--- src/design/ioc_pkg.sv ---
// ----------------------------------------------------------------------------
// ioc_pkg: shared types for the in-order filter commit block
// Beat layouts of both channels, the command passed from front to back,
// and the status codes.
// ----------------------------------------------------------------------------
package ioc_pkg;

  localparam int CntW = 7;

  typedef enum logic {
    ActPost = 1'b0,
    ActRead = 1'b1
  } action_e;

  typedef enum logic [1:0] {
    StatOk     = 2'd0,
    StatStale  = 2'd1,
    StatBeyond = 2'd2,
    StatFull   = 2'd3
  } status_e;

  typedef struct packed {
    action_e     action;
    logic [31:0] seq;
    logic        pass;
    logic [15:0] start_index;
    logic [5:0]  read_count;
  } in_beat_t;

  typedef struct packed {
    logic [31:0] frame_id;
    logic        entry_valid;
    logic        last;
    logic [31:0] head_seq;
    logic [16:0] list_size;
    logic        advanced;
    status_e     status;
  } out_beat_t;

  typedef struct packed {
    action_e          action;
    logic [31:0]      seq;
    logic             pass;
    logic [15:0]      start;
    logic [CntW-1:0]  cnt;
  } cmd_t;

  typedef struct packed {
    logic valid;
    logic take;
  } cmd_hs_t;

endpackage

--- src/design/ioc_front.sv ---
// ----------------------------------------------------------------------------
// ioc_front: input side of the in-order filter commit block
// Accepts input beats, decodes and clamps them into commands and holds
// them in a two-entry queue for the back end.
// ----------------------------------------------------------------------------
module ioc_front #(
  parameter int MAX_READ = 32
) (
  input  logic              clk_i,
  input  logic              rst_ni,
  input  logic              push,
  output logic              full,
  input  ioc_pkg::in_beat_t item_i,
  output ioc_pkg::cmd_t     cmd_o,
  input  ioc_pkg::cmd_hs_t  hs_i,
  output logic              cmd_valid_o
);
  import ioc_pkg::*;

  localparam logic [CntW-1:0] MaxRd = CntW'(MAX_READ);

  cmd_t       slot_q [2];
  logic       wr_ptr_q, wr_ptr_d;
  logic       rd_ptr_q, rd_ptr_d;
  logic [1:0] cnt_q, cnt_d;
  cmd_t       dec;
  logic       do_push, do_pop;
  logic [CntW-1:0] req_cnt;

  assign req_cnt = CntW'(item_i.read_count);

  always_comb begin
    dec.action = item_i.action;
    dec.seq    = item_i.seq;
    dec.pass   = item_i.pass;
    dec.start  = item_i.start_index;
    dec.cnt    = (req_cnt > MaxRd) ? MaxRd : req_cnt;
  end

  assign full        = (cnt_q == 2'd2);
  assign cmd_valid_o = (cnt_q != 2'd0);
  assign cmd_o       = slot_q[rd_ptr_q];
  assign do_push     = push && !full;
  assign do_pop      = hs_i.take && hs_i.valid;

  always_comb begin
    wr_ptr_d = do_push ? ~wr_ptr_q : wr_ptr_q;
    rd_ptr_d = do_pop ? ~rd_ptr_q : rd_ptr_q;
    cnt_d    = cnt_q + {1'b0, do_push} - {1'b0, do_pop};
  end

  always_ff @(posedge clk_i or negedge rst_ni) begin
    if (!rst_ni) begin
      wr_ptr_q <= 1'b0;
      rd_ptr_q <= 1'b0;
      cnt_q    <= 2'd0;
    end else begin
      wr_ptr_q <= wr_ptr_d;
      rd_ptr_q <= rd_ptr_d;
      cnt_q    <= cnt_d;
    end
  end

  always_ff @(posedge clk_i) begin
    if (do_push) begin
      slot_q[wr_ptr_q] <= dec;
    end
  end

endmodule

--- config.mk ---
export PLATFORM = sky130hd
export DESIGN_NAME = ioc_front
export DESIGN_NICKNAME = d
export VERILOG_FILES = /design/src/design/ioc_pkg.sv /design/src/design/ioc_front.sv
export SDC_FILE = /design/constraint.sdc
export NUM_CORES = 1
export LEC_CHECK = 0
export BUFFER_PORTS_ARGS = -buffer_cell sky130_fd_sc_hd__buf_2
export CAP_MARGIN = 20
export CORE_ASPECT_RATIO = 0.75
export CORE_MARGIN = 2
export CORE_UTILIZATION = 30
export DETAILED_ROUTE_END_ITERATION = 8
export SLEW_MARGIN = 5
export SYNTH_ARGS = -nofsm -noshare
export SYNTH_HDL_FRONTEND = slang
export SYNTH_SLANG_ARGS = --single-unit
--- constraint.sdc ---
create_clock -name clk_i -period 3.6 [get_ports clk_i]
set_input_delay 0.36 -clock clk_i [delete_from_list [all_inputs] [get_ports clk_i]]
set_output_delay 0.36 -clock clk_i [all_outputs]
set_load 0.03 [all_outputs]
==> summary.txt, run 1 <==
outcome -> completed
sequential cell area -> 0.00347 mm^2
Clock Tree Buf Depth -> 2
gpl congestion -> 0.640
Clk Latency, worst-skew pair -> 400 ps
first-pass GRT wire length -> 11.7 mm
non-filler cells, final -> 545
RSZ-0062 raised after global routing -> no
CTS tree -> yes
TNS Setup -> 0 ps
drt first pass iters -> 4
mux contribution to synthesized area -> 0.169
Root Driver -> clkbuf_16
largest net degree at the start of global routing -> 58
FP Rows -> 38
Synth cell types -> 20
Synth Register Bits -> 116
synthesized area -> 0.00441 mm^2
flop2flop setup slack -> 1600 ps
fraction of the mapped netlist area in compound gates -> 0
Achievable Freq -> 404 MHz
Die W -> 144 um
I/O pin count -> 120
worst vdd ir -> 0.000429 V
crit start category -> flip-flop
number of global-route vias before repair -> 2292
Avg Inst Size Synth -> 22.0 um^2
Synth Area in Adders -> 0.00568
Seq/Total Area, Yosys -> 0.786
pwr/cell area -> 951 mW/mm^2
initial detailed-routing violation count -> 95
worst slew pin tran -> 989 ps
starting density of the core -> 0.306
# DRC -> 0
Period minus WS final -> 2480 ps
post-CTS setup buffers -> 0
clock sinks -> 116
initial antenna violation count -> 0
design area -> 0.00589 mm^2
dpl cells -> 512
# setup viols final -> 0
synth warn -> 0
# diodes -> 0
HPWL after DPL -> 5.09 mm
PostCTS Resize Cnt -> 0
Reg2Reg Depth -> 3
CP arrival -> 2120 ps
largest family of logic cells by synthesized area -> multiplexers
average vias per placed instance -> 4.09
Hold Fails Final Rpt -> 0
kind of critical path -> flip-flop to output port
cells after synthesis -> 200
Crit. End Element -> output port
wirelength, routed -> 7.93 mm
xor/xnor cell area share of the yosys netlist -> 0.00795
worst path required time -> 3240 ps
wire per inst -> 14.5 um
Simple-Gate Fraction of Synth Area -> 0.0145
period utilisation layout -> 0.688
Final Max Tran Viols -> 0
htree depth -> 4
NumNets Final -> 395
max_cap viols -> 0
Remaining Overflow, GRT -> 0
antenna-violating nets left -> 0
Hold Slack -> 144 ps
area grow syn2layout -> 33.6%
Power Total -> 5.60 mW
Port Buf Inserts -> 118
Worst Hold Class -> input pin to flip-flop
leakage -> 2.30 nW
Die Y-Extent -> 109 um
multi-input logic area -> 880 um^2
Num CTS Buffers -> 17
Core Region -> 0.0144 mm^2
Post-Syn Nets -> 263
layout cell share with drive strength beyond 1 -> 0.612
CP max FO -> 57
hold depth -> 1
GRT Util Overall -> 0.103
die area -> 0.0157 mm^2
Worst Skew -> 6.75 ps
CTS clock-pin slew for the worst setup and hold paths -> 60 ps
fill count -> 1352
relative slew slack -> 0.341
Area after DPL -> 0.00522 mm^2
vias -> 2230
[sequential cells by signal, summed over array words and instances (netlist names)]
| name | count |
|---|---|
| slot_q | 112 |
| wr_ptr_q | 1 |
| cnt_q | 2 |
| rd_ptr_q | 1 |
[stage by stage]
| stage | utilization | setup slack (ps) |
|---|---|---|
| after floorplan | - | 195 |
| after global placement | 0.363 | 1530 |
| after detailed placement | 0.363 | 1510 |
| after CTS | 0.409 | 1080 |
| after global routing | 0.409 | 1030 |
| final | 0.409 | 1120 |
[critical path: stages (launching register included)]
cell     delay [ps]
dfrtp_4        1050
mux2_2          420
buf_2           180
[timing repair]
action	in CTS	in global routing
setup endpoints to repair	0	0
hold endpoints to repair	4	0
hold buffers	1	0
[report_power, final]
group | internal [mW] | switching, mW
combinational | 0.676 | 0.998
clock | 1.23 | 0.606
sequential | 1.85 | 0.235
total | 3.76 | 1.84
[routing by layer]
metal | vias up | global-route usage | share of wire
li1 | 1044 | - | -
met1 | 1083 | 0.123 | 0.43
met2 | 93 | 0.159 | 0.47
met3 | 10 | 0.0487 | 0.086
met4 | 0 | 0.0462 | 0.013
met5 | - | 0 | 0
[synth_stat cells]
cell,instances,area (um^2)
buf_6,4,45.0
ha_1,2,25.0
nor2_1,1,3.75
and3_1,1,6.26
nor2b_1,5,31.3
and2_1,1,6.26
nand2b_1,1,6.26
mux2_4,30,450
mux2_2,26,293
xor2_1,1,8.76
inv_1,2,7.51
buf_2,2,10.0
nand2_1,1,3.75
buf_4,1,7.51
or2_2,1,6.26
dfrtp_1,4,100
clkbuf_1,1,3.75
conb_1,1,3.75
edfxtp_1,112,3360
xnor2_1,3,26.3
[layout make-up]
class / instances / area share
well taps: 200 / 0.0425
flip-flops and latches: 116 / 0.589
repair buffers: 121 / 0.107
multi-input cells: 74 / 0.149
clock inverters: 15 / 0.0389
inverters: 2 / 0.00128
clock buffers: 17 / 0.0723
[path summary, 6_finish.rpt]
check / end / startpoint
max reg2reg: slot_q[1][34]$_DFFE_PP_ / cnt_q[1]$_DFF_PN0_
min in group asynchronous: wr_ptr_q$_DFFE_PN0P_ / rst_ni
max in group asynchronous: rd_ptr_q$_DFFE_PN0P_ / rst_ni
min: slot_q[1][21]$_DFFE_PP_ / item_i[21]
max: cmd_o[53] / rd_ptr_q$_DFFE_PN0P_
min reg2reg: cnt_q[1]$_DFF_PN0_ / cnt_q[1]$_DFF_PN0_
[cells in the final DEF (no fill, tap or decap), drive strengths merged]
cell type / n
clkbuf: 17
and2: 1
clkinv: 4
and3: 1
inv: 5
dlygate4sd3: 1
ha: 2
buf: 120
xor2: 1
nand2b: 1
nor2: 1
conb: 1
nand2: 1
xnor2: 3
mux2: 56
clkinvlp: 3
dfrtp: 4
edfxtp: 112
nor2b: 5
or2: 1
bufinv: 5
[cells by family after synthesis]
group	after synthesis
and+or+nand+nor	11
xor gates and xnor gates	4
DFF	116
other	1
buffers and inverters	10
adders and majority gates	2
muxes	56
No activity file was read; power rests on OpenSTA's default activity.
==> run 2, diff against run 1 <==
clock period = 2.4 ns   (was 3.6 ns; I/O delays follow)
==> run 2 against run 1 <==
- cell count up 0.18%
- critical path depth up 1
- core utilization down 0.13 points
- sequential share of layout area up 0.19 points
==> summary.txt, run 2 (same netlist as run 1, synthesis figures left out) <==
wire per inst -> 14.4 um
Die W -> 144 um
layout cell share with drive strength beyond 1 -> 0.604
Reg with most FFs -> slot_q
Area after DPL -> 0.00526 mm^2
I/O pin count -> 120
CTS clock-pin slew for the worst setup and hold paths -> 50 ps
clock sinks -> 116
post-CTS setup buffers -> 0
design area -> 0.00587 mm^2
Hold Fails Final Rpt -> 0
FP Rows -> 38
commonest cells after routing, fill and taps aside -> buf_2 (118), edfxtp_1 (112), mux2_4 (30)
PostCTS Resize Cnt -> 0
antenna-violating nets left -> 0
starting density of the core -> 0.306
period utilisation layout -> 0.899
logic gate share of total power -> 0.331
# diodes -> 0
Remaining Overflow, GRT -> 0
P_int -> 5.54 mW
Die Y-Extent -> 109 um
CTS tree -> yes
CP arrival -> 1920 ps
kind of critical path -> flip-flop to output port
TNS Setup -> 0 ps
Port Buf Inserts -> 118
area grow syn2layout -> 33.1%
switching pwr -> 2.69 mW
HPWL after DPL -> 4.94 mm
max FFs per register -> 112
vias -> 2227
biggest regs -> slot_q: 112 flops, cnt_q: 2 flops
fill count -> 1345
Worst Skew -> 5.58 ps
Root Driver -> clkbuf_16
average vias per placed instance -> 4.08
worst vdd ir -> 0.000542 V
sequential share of power -> 0.360
wirelength, routed -> 7.84 mm
Core Region -> 0.0144 mm^2
most common cell after layout, fill and taps aside -> buf_2
Clock Tree Buf Depth -> 2
number of global-route vias before repair -> 2308
Clk Latency, worst-skew pair -> 390 ps
Hold Slack -> 31.7 ps
first-pass GRT wire length -> 11.6 mm
RSZ-0062 raised after global routing -> no
Final Max Tran Viols -> 0
worst path required time -> 2160 ps
die area -> 0.0157 mm^2
pwr/cell area -> 1400 mW/mm^2
# setup viols final -> 0
Period minus WS final -> 2160 ps
drt first pass iters -> 4
sw frac -> 0.327
initial antenna violation count -> 0
largest net degree at the start of global routing -> 57
gpl congestion -> 0.644
Crit. End Element -> output port
outcome -> completed
crit start category -> flip-flop
leakage -> 2.30 nW
GRT Util Overall -> 0.102
htree depth -> 4
# DRC -> 0
Achievable Freq -> 463 MHz
Worst Hold Class -> input pin to flip-flop
NumNets Final -> 397
max_cap viols -> 0
Num CTS Buffers -> 17
initial detailed-routing violation count -> 77
CP max FO -> 19
clock network power share -> 0.309
[run 2: changes by cell type in the layout (fill, tap and decap cells not counted), sizes merged]
cell,previous run,this run
bufinv,5,4
clkinvlp,3,2
clkbuf,17,19
buf,120,122
inv,5,2
clkinv,4,6
[run 2: path summary, 6_finish.rpt]
kind	endpoint	slack (ps)	depth (start not counted)	startpoint
setup / recovery	cmd_o[49]	240	3	rd_ptr_q$_DFFE_PN0P_
hold / removal	slot_q[0][45]$_DFFE_PP_	30	1	item_i[45]
setup reg to reg	cnt_q[1]$_DFF_PN0_	820	7	cnt_q[1]$_DFF_PN0_
hold reg to reg	cnt_q[1]$_DFF_PN0_	520	1	cnt_q[1]$_DFF_PN0_
max in group asynchronous	rd_ptr_q$_DFFE_PN0P_	2080	2	rst_ni
min in group asynchronous	wr_ptr_q$_DFFE_PN0P_	180	2	rst_ni
[run 2: routing by layer]
layer	GRT usage	wire length, um	part of all wire	vias up
li1	-	-	-	1047
met1	0.122	3550	0.45	1084
met2	0.161	3570	0.46	86
met3	0.0422	600	0.077	10
met4	0.0504	112	0.014	0
met5	0	0	0	-
[run 2: layout make-up]
type	instances	area [um^2]	area share
clock buffer	19	433	0.0738
multi-input combinational	74	880	0.150
clock inverter	12	163	0.0277
inverter	2	7.51	0.00128
tap	200	250	0.0426
sequential	116	3470	0.591
timing repair buffer	123	668	0.114
[run 2: per-stage QoR]
| step | std cells | power, mW | worst slack [ps] | util |
|---|---|---|---|---|
| finish | 546 | 8.24 | 242 | 0.407 |
| global route | 546 | 8.61 | 135 | 0.407 |
| CTS | 546 | 8.36 | 176 | 0.407 |
| detailed placement | 514 | 5.78 | 615 | 0.365 |
| global placement | 514 | 5.75 | 617 | 0.365 |
| floorplan | 200 | 5.06 | 114 | - |
[run 2: power by group through the flow]
stage	Combinational [mW]	Clock (mW)	Sequential, mW
2_1_floorplan	2.15	0	2.91
3_3_place_gp	2.76	0	2.99
3_5_place_dp	2.77	0	3.01
4_1_cts	2.78	2.61	2.97
5_1_grt	2.90	2.70	3.01
6_report	2.73	2.54	2.97
[run 2: worst max-delay path, stage by stage, from the launching register on]
cell and delay (ps):
dfrtp_4 610, buf_4 350, mux2_2 380, buf_2 180
[run 2: repair_timing]
item,in CTS,in global routing
hold buffers,1,0
hold endpoints to repair,4,0
endpoints found under the setup margin,0,0
==> run 3, diff against run 2 <==
HOLD_SLACK_MARGIN = 0.12   (was unset)
==> run 3 against run 2 <==
- via count is 9.7% higher
- critical path depth stayed put
- hold slack better by 150 ps
- sequential power hardly changed
- cell area is 8.7% higher
- non-clock buffer count is 51 higher
- power is 0.88% higher
- core utilization is 3.5 points higher
- register-to-register slack hardly changed
- routed wire length is 5.3% higher
- clock-buffer cell count stayed put
- combinational power is 3% higher
- critical endpoint is now cmd_o[8]
- largest cell class unchanged
==> summary.txt, run 3 (same netlist as run 1, synthesis figures left out) <==
die area -> 0.0157 mm^2
Core Region -> 0.0144 mm^2
Die W -> 144 um
Die Y-Extent -> 109 um
Port Buf Inserts -> 118
Root Driver -> clkbuf_16
most common cell after layout, fill and taps aside -> buf_2
Achievable Freq -> 463 MHz
commonest cells after routing, fill and taps aside -> buf_2 (118), edfxtp_1 (112), dlygate4sd3_1 (52)
biggest regs -> slot_q: 112 flops, cnt_q: 2 flops
Place WS -> 615 ps
worst path required time -> 2160 ps
outcome -> completed
antenna-violating nets left -> 0
max_cap viols -> 0
wirelength, routed -> 8.25 mm
largest net degree at the start of global routing -> 57
# diodes -> 0
leakage -> 2.51 nW
Hold Fails Final Rpt -> 0
post-CTS setup buffers -> 0
Setup crit start -> rd_ptr_q$_DFFE_PN0P_
HPWL after DPL -> 4.94 mm
slowest CP cell -> dfrtp_4
# setup viols final -> 0
logic gate share of total power -> 0.337
wire per inst -> 13.8 um
drt first pass iters -> 4
crit-path cells -> buf_4 -> mux2_2 -> buf_2
area grow syn2layout -> 44.7%
NumNets Final -> 448
Reg with most FFs -> slot_q
CTS clock-pin slew for the worst setup and hold paths -> 50 ps
reg-to-reg startpoint -> cnt_q[1]$_DFF_PN0_
FP Rows -> 38
post-route setup slack -> 238 ps
clock sinks -> 116
Crit. End Element -> output port
average vias per placed instance -> 4.09
first-pass GRT wire length -> 12.3 mm
Worst Skew -> 5.52 ps
RSZ-0062 raised after global routing -> no
CTS Hold Bufs -> 52
vias -> 2443
CP arrival -> 1920 ps
clock network power share -> 0.306
PostCTS Resize Cnt -> 0
number of global-route vias before repair -> 2506
crit start category -> flip-flop
initial antenna violation count -> 0
pwr/cell area -> 1300 mW/mm^2
sequential share of power -> 0.357
layout cell share with drive strength beyond 1 -> 0.526
sw frac -> 0.326
starting density of the core -> 0.306
TNS Setup -> 0 ps
worst vdd ir -> 0.000549 V
max FFs per register -> 112
crit-path max cell delay -> 610 ps
Clk Latency, worst-skew pair -> 400 ps
GRT Util Overall -> 0.107
Clock Tree Buf Depth -> 2
switching pwr -> 2.71 mW
# DRC -> 0
Worst Hold Class -> input pin to async pin
kind of critical path -> flip-flop to output port
Num CTS Buffers -> 17
CTS tree -> yes
period utilisation layout -> 0.901
gpl congestion -> 0.644
Final Max Tran Viols -> 0
I/O pin count -> 120
CP max FO -> 19
htree depth -> 4
Remaining Overflow, GRT -> 0
Period minus WS final -> 2160 ps
initial detailed-routing violation count -> 73
P_int -> 5.60 mW
==> run 3: cell type report <==
cell class | instances | area (um^2)
inverter | 2 | 7.51
fill | 1302 | 8030
tap | 200 | 250
clock inverter | 12 | 163
multi-input combinational | 74 | 880
clock buffer | 19 | 433
timing repair buffer | 174 | 1180
sequential | 116 | 3470
==> run 3: final timing paths <==
path	end	slack (ps)	depth (start not counted)
setup / recovery	cmd_o[8]	240	3
hold / removal	wr_ptr_q$_DFFE_PN0P_	180	2
setup reg to reg	cnt_q[1]$_DFF_PN0_	820	7
hold reg to reg	cnt_q[1]$_DFF_PN0_	520	1
max in group asynchronous	rd_ptr_q$_DFFE_PN0P_	2080	2
min in group clk_i	rd_ptr_q$_DFFE_PN0P_	190	3
==> run 3: critical path: cells and delay by family, from the launching register on <==
family / cells / cell delay (ps)
DFF: 1 / 610
buffers and inverters: 2 / 530
muxes: 1 / 390
==> run 3: routing by layer <==
metal / vias to the layer above / global-route usage / share of wire
li1: 1150 / - / -
met1: 1190 / 0.125 / 0.45
met2: 92 / 0.177 / 0.47
met3: 11 / 0.0400 / 0.067
met4: 0 / 0.0518 / 0.014
met5: - / 0 / 0
==> run 3: power by group through the flow <==
stage | sequential [mW] | combinational, mW | clock [mW]
final | 2.97 | 2.80 | 2.54
after global routing | 3.01 | 2.97 | 2.70
after CTS | 2.97 | 2.84 | 2.61
after detailed placement | 3.01 | 2.77 | 0
after global placement | 2.99 | 2.76 | 0
after floorplan | 2.91 | 2.15 | 0
==> run 3: through the flow <==
step           utilization  instances  hold slack (ps)  power, mW  cell area (um^2)
2_1_floorplan            -        200            -55.6       5.06              4420
3_3_place_gp         0.365        514             52.5       5.75              5260
3_5_place_dp         0.365        514             52.9       5.78              5260
4_1_cts              0.443        597              154       8.43              6380
5_1_grt              0.443        597              189       8.68              6380
6_report             0.443        597              179       8.31              6380
